$ cat src/hdl/assert_macros.svh
// ----------------------------------------------------------------------------
// assert_macros.svh
// Assertion macros shared by the date-time adder RTL; each checks on the
// rising edge of clk and is held off while rst_n is low.
// ----------------------------------------------------------------------------
`ifndef ASSERT_MACROS_SVH
`define ASSERT_MACROS_SVH

// same-cycle implication
`define DTAN_ASSERT_NOW(lbl, ante, cons, msg) \
    lbl: assert property (@(posedge clk) disable iff (!rst_n) (ante) |-> (cons)) \
        else $error(msg);

// next-cycle implication
`define DTAN_ASSERT_NEXT(lbl, ante, cons, msg) \
    lbl: assert property (@(posedge clk) disable iff (!rst_n) (ante) |=> (cons)) \
        else $error(msg);

`endif

$ cat src/hdl/dtan_pkg.sv
// ----------------------------------------------------------------------------
// dtan_pkg
// Widths, calendar constants, shared-unit structs and the month length
// table for the date-time adder.
// ----------------------------------------------------------------------------
`default_nettype none

package dtan_pkg;

    // datapath widths of the shared unit
    localparam int LO_W  = 8;
    localparam int HI_W  = 16;
    localparam int LIM_W = 7;

    // calendar limits
    localparam logic [LIM_W-1:0] SEC_THR   = 7'd59;
    localparam logic [LIM_W-1:0] SEC_SUB   = 7'd60;
    localparam logic [LIM_W-1:0] MIN_THR   = 7'd59;
    localparam logic [LIM_W-1:0] MIN_SUB   = 7'd60;
    localparam logic [LIM_W-1:0] HOUR_THR  = 7'd23;
    localparam logic [LIM_W-1:0] HOUR_SUB  = 7'd24;
    localparam logic [LIM_W-1:0] MONTH_THR = 7'd12;
    localparam logic [LIM_W-1:0] MONTH_SUB = 7'd12;

    localparam logic [HI_W-1:0] YEAR_MAX = 16'd9999;

    // divisibility by 25: multiply by the inverse of 25 mod 2^16, then
    // the product is small exactly for multiples of 25
    localparam logic [HI_W-1:0] INV25     = 16'd23593;
    localparam logic [HI_W-1:0] DIV25_LIM = 16'd2621;

    // saturated result
    localparam logic [3:0] SAT_MONTH  = 4'd12;
    localparam logic [4:0] SAT_DAY    = 5'd31;
    localparam logic [4:0] SAT_HOUR   = 5'd23;
    localparam logic [5:0] SAT_MINUTE = 6'd59;
    localparam logic [5:0] SAT_SECOND = 6'd59;

    // operands of the shared compare-subtract-increment unit
    typedef struct packed {
        logic [LO_W-1:0]  lo;
        logic [LIM_W-1:0] thr;
        logic [LIM_W-1:0] sub;
        logic [HI_W-1:0]  hi;
    } unit_op_t;

    // result of the shared unit
    typedef struct packed {
        logic             gt;
        logic [LO_W-1:0]  lo;
        logic [HI_W-1:0]  hi;
    } unit_res_t;

    // days in a common-year month; unknown months fall back to january
    function automatic logic [4:0] month_days(input logic [4:0] month);
        logic [4:0] d;
        case (month)
            5'd2:    d = 5'd28;
            5'd4:    d = 5'd30;
            5'd6:    d = 5'd30;
            5'd9:    d = 5'd30;
            5'd11:   d = 5'd30;
            default: d = 5'd31;
        endcase
        return d;
    endfunction

endpackage

`default_nettype wire

$ cat src/hdl/dtan_if.sv
// ----------------------------------------------------------------------------
// dtan_if
// Valid/ready channels of the date-time adder: request beats carry the
// starting date-time and the offset, response beats the normalized sum.
// ----------------------------------------------------------------------------
`default_nettype none

interface dtan_req_if;
    logic        valid;
    logic        ready;
    logic [13:0] base_year;
    logic [3:0]  base_month;
    logic [4:0]  base_day;
    logic [4:0]  base_hour;
    logic [5:0]  base_minute;
    logic [5:0]  base_second;
    logic [13:0] add_years;
    logic [3:0]  add_months;
    logic [4:0]  add_days;
    logic [4:0]  add_hours;
    logic [5:0]  add_minutes;
    logic [5:0]  add_seconds;

    modport source (
        output valid, base_year, base_month, base_day, base_hour, base_minute,
               base_second, add_years, add_months, add_days, add_hours,
               add_minutes, add_seconds,
        input  ready
    );

    modport sink (
        input  valid, base_year, base_month, base_day, base_hour, base_minute,
               base_second, add_years, add_months, add_days, add_hours,
               add_minutes, add_seconds,
        output ready
    );
endinterface

interface dtan_rsp_if;
    logic        valid;
    logic        ready;
    logic [13:0] sum_year;
    logic [3:0]  sum_month;
    logic [4:0]  sum_day;
    logic [4:0]  sum_hour;
    logic [5:0]  sum_minute;
    logic [5:0]  sum_second;
    logic        year_overflow;

    modport source (
        output valid, sum_year, sum_month, sum_day, sum_hour, sum_minute,
               sum_second, year_overflow,
        input  ready
    );

    modport sink (
        input  valid, sum_year, sum_month, sum_day, sum_hour, sum_minute,
               sum_second, year_overflow,
        output ready
    );
endinterface

`default_nettype wire

$ cat src/hdl/dtan_unit.sv
// ----------------------------------------------------------------------------
// dtan_unit
// Shared carry unit: if the low field is past its threshold, subtract the
// field modulus and increment the next field up; otherwise pass both.
// ----------------------------------------------------------------------------
`default_nettype none

module dtan_unit (
    input  dtan_pkg::unit_op_t  op,
    output dtan_pkg::unit_res_t res
);

    logic                      gt;
    logic [dtan_pkg::LO_W-1:0] lo_dec;
    logic [dtan_pkg::HI_W-1:0] hi_inc;

    // compare, subtract and increment share one select
    assign gt     = op.lo > dtan_pkg::LO_W'(op.thr);
    assign lo_dec = op.lo - dtan_pkg::LO_W'(op.sub);
    assign hi_inc = op.hi + dtan_pkg::HI_W'(1);

    assign res.gt = gt;
    assign res.lo = gt ? lo_dec : op.lo;
    assign res.hi = gt ? hi_inc : op.hi;

endmodule

`default_nettype wire

$ cat src/hdl/dtan_mlen.sv
// ----------------------------------------------------------------------------
// dtan_mlen
// Month length lookup with the gregorian leap rule (4 / 100 / 400).
// ----------------------------------------------------------------------------
`default_nettype none

module dtan_mlen (
    input  logic [dtan_pkg::HI_W-1:0] year,
    input  logic [4:0]                month,
    output logic [4:0]                len
);

    logic [dtan_pkg::HI_W-1:0] prod;
    logic                      div4;
    logic                      div16;
    logic                      div25;
    logic                      leap;

    // multiple of 25 test by modular inverse
    assign prod  = year * dtan_pkg::INV25;
    assign div25 = prod <= dtan_pkg::DIV25_LIM;

    // div by 100 is div4 and div25, div by 400 is div16 and div25
    assign div4  = year[1:0] == 2'd0;
    assign div16 = year[3:0] == 4'd0;
    assign leap  = (div4 && !div25) || (div16 && div25);

    // february gets one more day in leap years
    assign len = dtan_pkg::month_days(month) + 5'((month == 5'd2) && leap);

endmodule

`default_nettype wire

$ cat src/hdl/datetime_add_normalize.sv
// ----------------------------------------------------------------------------
// datetime_add_normalize
// Adds a date-time offset to a gregorian date-time and normalizes the sum
// by carry passes through one shared compare-subtract-increment unit.
// ----------------------------------------------------------------------------
//
//  channel | dir | beat contents
//  --------+-----+-----------------------------------------------------
//  req     | in  | base date-time and offset, twelve fields
//  rsp     | out | normalized sum and year_overflow flag
//
//  an accepted request steps through the sec, min, hour and month carry
//  states, the month length lookup and the day step before the response
//  is loaded; each carry step is one pass through the shared unit, and
//  every day roll costs a month wrap, a month length lookup and a day step
//  req.ready is high only while the sequencer is idle
//  the response register lets a new request in while the previous beat waits
//  rst_n clears the sequencer and the response valid asynchronously
//
`default_nettype none

`include "assert_macros.svh"

module datetime_add_normalize (
    input  logic           clk,
    input  logic           rst_n,
    dtan_req_if.sink       req,
    dtan_rsp_if.source     rsp
);

    typedef enum logic [2:0] {
        ST_IDLE,
        ST_SEC,
        ST_MIN,
        ST_HOUR,
        ST_MON,
        ST_LEN,
        ST_DAY,
        ST_DONE
    } state_t;

    state_t state_reg, state_next;

    // working fields, wide enough for unreduced sums
    logic [6:0]                sec_reg,   sec_next;
    logic [7:0]                min_reg,   min_next;
    logic [6:0]                hour_reg,  hour_next;
    logic [6:0]                day_reg,   day_next;
    logic [4:0]                month_reg, month_next;
    logic [dtan_pkg::HI_W-1:0] year_reg,  year_next;
    logic [4:0]                len_reg,   len_next;

    // response register
    logic        rsp_valid_reg,  rsp_valid_next;
    logic [13:0] sum_year_reg,   sum_year_next;
    logic [3:0]  sum_month_reg,  sum_month_next;
    logic [4:0]  sum_day_reg,    sum_day_next;
    logic [4:0]  sum_hour_reg,   sum_hour_next;
    logic [5:0]  sum_minute_reg, sum_minute_next;
    logic [5:0]  sum_second_reg, sum_second_next;
    logic        ovf_reg,        ovf_next;

    dtan_pkg::unit_op_t  op;
    dtan_pkg::unit_res_t res;
    logic [4:0]          mlen;
    logic                req_beat;
    logic                load_rsp;
    logic                ovf;
    logic [3:0]          base_month_fix;
    logic [4:0]          base_day_fix;

    dtan_unit u_unit (
        .op  (op),
        .res (res)
    );

    dtan_mlen u_mlen (
        .year  (year_reg),
        .month (month_reg),
        .len   (mlen)
    );

    assign req.ready = state_reg == ST_IDLE;
    assign req_beat  = req.valid && req.ready;
    assign load_rsp  = (state_reg == ST_DONE) && (!rsp_valid_reg || rsp.ready);
    assign ovf       = year_reg > dtan_pkg::YEAR_MAX;

    // zero month and zero day are taken as one
    assign base_month_fix = (req.base_month == 4'd0) ? 4'd1 : req.base_month;
    assign base_day_fix   = (req.base_day == 5'd0) ? 5'd1 : req.base_day;

    // operand select for the shared unit
    always_comb
    begin
        op = '0;
        unique case (state_reg)
            ST_SEC:
            begin
                op.lo  = 8'(sec_reg);
                op.thr = dtan_pkg::SEC_THR;
                op.sub = dtan_pkg::SEC_SUB;
                op.hi  = 16'(min_reg);
            end
            ST_MIN:
            begin
                op.lo  = min_reg;
                op.thr = dtan_pkg::MIN_THR;
                op.sub = dtan_pkg::MIN_SUB;
                op.hi  = 16'(hour_reg);
            end
            ST_HOUR:
            begin
                op.lo  = 8'(hour_reg);
                op.thr = dtan_pkg::HOUR_THR;
                op.sub = dtan_pkg::HOUR_SUB;
                op.hi  = 16'(day_reg);
            end
            ST_MON:
            begin
                op.lo  = 8'(month_reg);
                op.thr = dtan_pkg::MONTH_THR;
                op.sub = dtan_pkg::MONTH_SUB;
                op.hi  = year_reg;
            end
            ST_DAY:
            begin
                op.lo  = 8'(day_reg);
                op.thr = 7'(len_reg);
                op.sub = 7'(len_reg);
                op.hi  = 16'(month_reg);
            end
            default:
            begin
                op = '0;
            end
        endcase
    end

    // sequencer and field updates
    always_comb
    begin
        state_next      = state_reg;
        sec_next        = sec_reg;
        min_next        = min_reg;
        hour_next       = hour_reg;
        day_next        = day_reg;
        month_next      = month_reg;
        year_next       = year_reg;
        len_next        = len_reg;
        rsp_valid_next  = rsp_valid_reg;
        sum_year_next   = sum_year_reg;
        sum_month_next  = sum_month_reg;
        sum_day_next    = sum_day_reg;
        sum_hour_next   = sum_hour_reg;
        sum_minute_next = sum_minute_reg;
        sum_second_next = sum_second_reg;
        ovf_next        = ovf_reg;

        // response beat taken
        if (rsp_valid_reg && rsp.ready)
        begin
            rsp_valid_next = 1'b0;
        end

        unique case (state_reg)
            ST_IDLE:
            begin
                if (req_beat)
                begin
                    sec_next   = 7'(req.base_second) + 7'(req.add_seconds);
                    min_next   = 8'(req.base_minute) + 8'(req.add_minutes);
                    hour_next  = 7'(req.base_hour) + 7'(req.add_hours);
                    day_next   = 7'(base_day_fix) + 7'(req.add_days);
                    month_next = 5'(base_month_fix) + 5'(req.add_months);
                    year_next  = 16'(req.base_year) + 16'(req.add_years);
                    state_next = ST_SEC;
                end
            end
            ST_SEC:
            begin
                sec_next = res.lo[6:0];
                min_next = res.hi[7:0];
                if (!res.gt)
                begin
                    state_next = ST_MIN;
                end
            end
            ST_MIN:
            begin
                min_next  = res.lo;
                hour_next = res.hi[6:0];
                if (!res.gt)
                begin
                    state_next = ST_HOUR;
                end
            end
            ST_HOUR:
            begin
                hour_next = res.lo[6:0];
                day_next  = res.hi[6:0];
                if (!res.gt)
                begin
                    state_next = ST_MON;
                end
            end
            ST_MON:
            begin
                month_next = res.lo[4:0];
                year_next  = res.hi;
                if (!res.gt)
                begin
                    state_next = ST_LEN;
                end
            end
            ST_LEN:
            begin
                len_next   = mlen;
                state_next = ST_DAY;
            end
            ST_DAY:
            begin
                // a day roll bumps the month, which may wrap into the year
                day_next   = res.lo[6:0];
                month_next = res.hi[4:0];
                state_next = res.gt ? ST_MON : ST_DONE;
            end
            ST_DONE:
            begin
                if (load_rsp)
                begin
                    rsp_valid_next  = 1'b1;
                    ovf_next        = ovf;
                    sum_year_next   = ovf ? dtan_pkg::YEAR_MAX[13:0] : year_reg[13:0];
                    sum_month_next  = ovf ? dtan_pkg::SAT_MONTH : month_reg[3:0];
                    sum_day_next    = ovf ? dtan_pkg::SAT_DAY : day_reg[4:0];
                    sum_hour_next   = ovf ? dtan_pkg::SAT_HOUR : hour_reg[4:0];
                    sum_minute_next = ovf ? dtan_pkg::SAT_MINUTE : min_reg[5:0];
                    sum_second_next = ovf ? dtan_pkg::SAT_SECOND : sec_reg[5:0];
                    state_next      = ST_IDLE;
                end
            end
            default:
            begin
                state_next = ST_IDLE;
            end
        endcase
    end

    // state and registered outputs
    always_ff @(posedge clk or negedge rst_n)
    begin
        if (!rst_n)
        begin
            state_reg      <= ST_IDLE;
            rsp_valid_reg  <= 1'b0;
            sec_reg        <= '0;
            min_reg        <= '0;
            hour_reg       <= '0;
            day_reg        <= '0;
            month_reg      <= '0;
            year_reg       <= '0;
            len_reg        <= '0;
            sum_year_reg   <= '0;
            sum_month_reg  <= '0;
            sum_day_reg    <= '0;
            sum_hour_reg   <= '0;
            sum_minute_reg <= '0;
            sum_second_reg <= '0;
            ovf_reg        <= 1'b0;
        end
        else
        begin
            state_reg      <= state_next;
            rsp_valid_reg  <= rsp_valid_next;
            sec_reg        <= sec_next;
            min_reg        <= min_next;
            hour_reg       <= hour_next;
            day_reg        <= day_next;
            month_reg      <= month_next;
            year_reg       <= year_next;
            len_reg        <= len_next;
            sum_year_reg   <= sum_year_next;
            sum_month_reg  <= sum_month_next;
            sum_day_reg    <= sum_day_next;
            sum_hour_reg   <= sum_hour_next;
            sum_minute_reg <= sum_minute_next;
            sum_second_reg <= sum_second_next;
            ovf_reg        <= ovf_next;
        end
    end

    // response port
    assign rsp.valid         = rsp_valid_reg;
    assign rsp.sum_year      = sum_year_reg;
    assign rsp.sum_month     = sum_month_reg;
    assign rsp.sum_day       = sum_day_reg;
    assign rsp.sum_hour      = sum_hour_reg;
    assign rsp.sum_minute    = sum_minute_reg;
    assign rsp.sum_second    = sum_second_reg;
    assign rsp.year_overflow = ovf_reg;

    // checks
    `DTAN_ASSERT_NEXT(a_req_starts_seq, req_beat, state_reg == ST_SEC,
        "accepted request did not start the carry sequence")
    `DTAN_ASSERT_NOW(a_len_month_wrapped, state_reg == ST_LEN,
        month_reg >= 5'd1 && month_reg <= 5'd12,
        "month out of range at month length lookup")
    `DTAN_ASSERT_NOW(a_ovf_saturates, rsp.valid && rsp.year_overflow,
        rsp.sum_year == dtan_pkg::YEAR_MAX[13:0] && rsp.sum_month == dtan_pkg::SAT_MONTH,
        "overflowed response not saturated")
    `DTAN_ASSERT_NOW(a_rsp_normalized, rsp.valid && !rsp.year_overflow,
        rsp.sum_month >= 4'd1 && rsp.sum_month <= 4'd12 && rsp.sum_second <= 6'd59
            && rsp.sum_minute <= 6'd59 && rsp.sum_hour <= 5'd23,
        "response time or month not normalized")

endmodule

`default_nettype wire
$ cat src/flat_wrapper.sv
// flat-port wrapper written by rule: the top's interface ports become plain ports
module datetime_add_normalize_flat 
  (clk, rst_n, req_valid, req_base_year, req_base_month, req_base_day, req_base_hour, req_base_minute, req_base_second, req_add_years, req_add_months, req_add_days, req_add_hours, req_add_minutes, req_add_seconds, req_ready, rsp_valid, rsp_sum_year, rsp_sum_month, rsp_sum_day, rsp_sum_hour, rsp_sum_minute, rsp_sum_second, rsp_year_overflow, rsp_ready);
  dtan_req_if req_i ();
  dtan_rsp_if rsp_i ();
  input  logic clk;
  input  logic rst_n;
  input wire logic [$bits(req_i.valid)-1:0] req_valid;
  input wire logic [$bits(req_i.base_year)-1:0] req_base_year;
  input wire logic [$bits(req_i.base_month)-1:0] req_base_month;
  input wire logic [$bits(req_i.base_day)-1:0] req_base_day;
  input wire logic [$bits(req_i.base_hour)-1:0] req_base_hour;
  input wire logic [$bits(req_i.base_minute)-1:0] req_base_minute;
  input wire logic [$bits(req_i.base_second)-1:0] req_base_second;
  input wire logic [$bits(req_i.add_years)-1:0] req_add_years;
  input wire logic [$bits(req_i.add_months)-1:0] req_add_months;
  input wire logic [$bits(req_i.add_days)-1:0] req_add_days;
  input wire logic [$bits(req_i.add_hours)-1:0] req_add_hours;
  input wire logic [$bits(req_i.add_minutes)-1:0] req_add_minutes;
  input wire logic [$bits(req_i.add_seconds)-1:0] req_add_seconds;
  output wire logic [$bits(req_i.ready)-1:0] req_ready;
  output wire logic [$bits(rsp_i.valid)-1:0] rsp_valid;
  output wire logic [$bits(rsp_i.sum_year)-1:0] rsp_sum_year;
  output wire logic [$bits(rsp_i.sum_month)-1:0] rsp_sum_month;
  output wire logic [$bits(rsp_i.sum_day)-1:0] rsp_sum_day;
  output wire logic [$bits(rsp_i.sum_hour)-1:0] rsp_sum_hour;
  output wire logic [$bits(rsp_i.sum_minute)-1:0] rsp_sum_minute;
  output wire logic [$bits(rsp_i.sum_second)-1:0] rsp_sum_second;
  output wire logic [$bits(rsp_i.year_overflow)-1:0] rsp_year_overflow;
  input wire logic [$bits(rsp_i.ready)-1:0] rsp_ready;
  assign req_i.valid = req_valid;
  assign req_i.base_year = req_base_year;
  assign req_i.base_month = req_base_month;
  assign req_i.base_day = req_base_day;
  assign req_i.base_hour = req_base_hour;
  assign req_i.base_minute = req_base_minute;
  assign req_i.base_second = req_base_second;
  assign req_i.add_years = req_add_years;
  assign req_i.add_months = req_add_months;
  assign req_i.add_days = req_add_days;
  assign req_i.add_hours = req_add_hours;
  assign req_i.add_minutes = req_add_minutes;
  assign req_i.add_seconds = req_add_seconds;
  assign req_ready = req_i.ready;
  assign rsp_valid = rsp_i.valid;
  assign rsp_sum_year = rsp_i.sum_year;
  assign rsp_sum_month = rsp_i.sum_month;
  assign rsp_sum_day = rsp_i.sum_day;
  assign rsp_sum_hour = rsp_i.sum_hour;
  assign rsp_sum_minute = rsp_i.sum_minute;
  assign rsp_sum_second = rsp_i.sum_second;
  assign rsp_year_overflow = rsp_i.year_overflow;
  assign rsp_i.ready = rsp_ready;
  datetime_add_normalize u_core (.clk(clk), .rst_n(rst_n), .req(req_i), .rsp(rsp_i));
endmodule
$ cat config.mk
export PLATFORM = sky130hd
export DESIGN_NAME = datetime_add_normalize_flat
export DESIGN_NICKNAME = d
export VERILOG_FILES = /design/src/hdl/dtan_pkg.sv /design/src/hdl/dtan_if.sv /design/src/hdl/dtan_unit.sv /design/src/hdl/dtan_mlen.sv /design/src/hdl/datetime_add_normalize.sv /design/src/flat_wrapper.sv
export VERILOG_INCLUDE_DIRS = /design/src /design/src/hdl
export SDC_FILE = /design/constraint.sdc
export NUM_CORES = 1
export LEC_CHECK = 0
export ABC_AREA = 1
export BUFFER_PORTS_ARGS = -buffer_cell sky130_fd_sc_hd__clkbuf_2
export CORE_UTILIZATION = 50
export DETAILED_ROUTE_END_ITERATION = 7
export PLACE_DENSITY = 0.71
export SYNTH_ARGS = -nofsm -noshare
export SYNTH_HDL_FRONTEND = slang
export SYNTH_SLANG_ARGS = --single-unit
$ cat constraint.sdc
create_clock -name clk -period 5.1 [get_ports clk]
set_clock_uncertainty 0.15 [all_clocks]
set_input_delay 0.255 -clock clk [delete_from_list [all_inputs] [get_ports clk]]
set_output_delay 0.255 -clock clk [all_outputs]
set_load 0.05 [all_outputs]
==> out/results.txt <==
cell area after synthesis - 9783 µm²
max FFs per register - 16
Critical Path, Cell by Cell - inv_1 > ha_1 > ha_1 > inv_1 > fa_1 > fa_1 > inv_1 > fa_1 > ha_1 > ha_1 > a21oi_1 > o21a_1 > nand2_1 > nand2_1 > nand3_1 > nor2_1 > nand2_1 > nand2_1 > nand2_1 > nand2_1 > nand2_1
DPL Wire Length - 22,660 µm
gp weighted congestion - 0.9722
largest family of logic cells by synthesized area - simple AND/OR/NAND/NOR gates
Die ar. - 20,130 µm²
fmax - 215.8 MHz
fin. max-slew vios - 0
Hold Crit Depth - 4
hold violation count in the final report - 0
TritonCTS Buffers - 9
largest net degree at the start of global routing - 61
Final period util - 90.84%
io pins - 127
wirelength, routed - 28,210 µm
clock latency on the worst-skew pair - 0.36 ns
Mean Syn Cell Area - 7.064 µm²
post-layout minimum cycle time - 4.633 ns
layout cells sized above 1 - 13.48%
crit-path max cell delay - 0.56 ns
most used cell, CP - nand2_1
ant diodes - 0
Synth Net Count - 1,609
max cap viols - 0
multiplexer share of the synthesized area - 0%
CTS tree - yes
RSZ-0062 raised after global routing - false
startpoint types - flop
via count - 9,640
Initial Util - 51.61%
Placeable Area - 18,960 µm²
Clock Sinks - 98
crit-path max FO - 9
Critical Path RT - 5.20 ns
Synth Area in Adders - 19.82%
Fillers - 1,826
Layout Nets - 1,718
Clk pin slew, worst setup/hold paths - 0.08 ns
Yosys warnings - 0
initial antenna violation count - 0
CTS resizes - 0
routed len/inst - 16.04 µm
post-synthesis sequential area ratio - 25.07%
Hold EP - u_core.rsp.valid
Core Rows - 50
status - finished clean
total track usage - 28.98%
Crit path arrival time - 4.73 ns
synthesized flop and latch total - 98
Min-Delay Path Class - in2reg
Initial DRC Count - 897
Finish-stage setup viols - 0
Max Buffers Root-to-Sink - 2
Place WS - 0.4505 ns
area grow syn2layout - 11.86%
worst hold path startpoint - rsp_ready
GRT overflow - 0
clock root buffer - clkbuf_16
global-route wire length before repair - 44,950 µm
flop2flop setup slack - 0.47 ns
crit path kind - reg2reg
DIE WIDTH - 141.9 µm
r2r endpoint - u_core.len_reg[0]
Residual DRC - 0
Synth Area in Simple Gates - 28.65%
r2r worst-path depth - 21
Setup Fix Bufs, Post-CTS - 0
worst-margin pin slew - 1.068 ns
DR pass1 iterations - 6
Yosys cell types - 51
Die Y - 141.9 µm
number of global-route vias before repair - 8,701
port bufs - 126
CTS H-tree depth - 3
r2r startpoint - u_core.year_reg[3]
TNS Setup - 0 ns
Synth Instances - 1,385
XOR/XNOR Fraction of Synth Area - 2.852%
critical path's slowest cell - dfrtp_1
setup ws final - 0.4671 ns
compound-gate portion of the synthesized area - 12.96%
via density per instance - 5.480
worst rel slew slack - 28.73%
post-route ant nets - 0
crit end category - flop
critical path: cells and delay by family (launching register included):
kind,cells,cell delay [ns]
compound gates,2,0.31
flops,1,0.56
simple gates,9,0.56
fa+ha+maj,7,2.74
buf+inv,3,0.19
stage by stage:
step	cells	util (%)	hold slack, ns	area (µm²)
CTS	1759	57.73	0.03312	10940
floorplan	1385	-	-0.1906	9783
global route	1759	57.73	0.05442	10940
global placement	1742	56.07	0.2560	10630
finish	1759	57.73	0.04099	10940
detailed placement	1742	56.07	0.2522	10630
layout make-up:
cell class,count,area [µm²],share of cell area (%)
inverter,221,832.0,7.603
tap,260,325.3,2.973
sequential,98,2452,22.41
multi-input combinational,1024,6289,57.47
timing repair buffer,140,740.7,6.769
clock buffer,9,225.2,2.058
clock inverter,7,78.83,0.7203
worst max path at each step:
stage | start | endpoint | slack (ns) | cells past startpoint
2_1_floorplan | u_core.year_reg[3] | u_core.len_reg[0] | 0.81 | 21
3_3_place_gp | u_core.year_reg[3] | u_core.len_reg[0] | 0.55 | 21
3_5_place_dp | u_core.year_reg[0] | u_core.len_reg[0] | 0.45 | 19
4_1_cts | u_core.year_reg[0] | u_core.len_reg[0] | 0.45 | 19
5_1_grt | u_core.year_reg[0] | u_core.len_reg[0] | 0.15 | 19
6_report | u_core.year_reg[3] | u_core.len_reg[0] | 0.47 | 21
cell families (layout without fill, tap and decap cells):
| group | Yosys count | count (layout) |
|---|---|---|
| and+or+nand+nor | 640 | 640 |
| buffers and inverters | 263 | 377 |
| AOI/OAI and AO/OA | 213 | 213 |
| adders and majority gates | 140 | 140 |
| DFF | 98 | 98 |
| xor gates and xnor gates | 31 | 31 |
repair_timing:
item | 4_1_cts | 5_1_grt
endpoints found under the setup margin | 0 | 0
hold buffers | 1 | 0
hold endpoints to repair | 59 | 0
layer usage:
| metal | GRT usage, % | part of all wire, % | vias up |
|---|---|---|---|
| met4 | 7.923 | 2.2 | 0 |
| met2 | 42.81 | 42 | 441 |
| met1 | 42.23 | 46 | 4393 |
| met3 | 6.514 | 9.8 | 54 |
| met5 | 0 | 0 | - |
| li1 | - | - | 4752 |
cell usage in the layout (no fill, tap or decap), types with 4 or more instances in the layout:
master,n
nand3_2,5
o31ai_1,12
inv_2,8
clkbuf_2,125
o221ai_1,12
xnor2_1,13
fa_1,25
inv_1,211
a21oi_1,56
or2_2,5
nand2_2,7
o21ai_1,16
nand3_1,91
xor2_1,17
buf_4,14
inv_8,4
o21a_1,4
o22ai_1,12
ha_1,115
nor2_2,11
clkbuf_16,9
o21ai_0,52
nand2_1,343
nor2_1,124
nor3_1,10
nand4_1,27
dfrtp_1,98
o211ai_1,12
a31oi_1,22
cell usage after synthesis, drive strengths merged:
cell	n	area (µm²)
nand2	353	1365
inv	220	828.3
nor2	138	585.6
ha	115	1439
dfrtp	98	2452
nand3	98	540.5
o21ai	69	349.1
a21oi	56	280.3
nand4	27	168.9
fa	25	500.5
buf	23	138.9
a31oi	22	137.6
clkbuf	19	71.32
xor2	18	165.2
xnor2	13	113.9
o211ai	12	90.09
o221ai	12	105.1
o22ai	12	75.07
o31ai	12	90.09
nor3	10	50.05
or2	7	43.79
o21a	4	30.03
a21o	3	22.52
nand3b	3	22.52
o21bai	3	22.52
a211oi	2	15.01
and2	2	12.51
o2111ai	2	17.52
a211o	1	8.760
a21boi	1	7.510
a22oi	1	7.510
clkinv	1	3.750
nor3b	1	7.510
nor4	1	6.260
o41ai	1	8.760
Power is left out: the tool's default activity adds up to more than one toggle a clock period on the data nets, which glitch-free logic cannot reach.
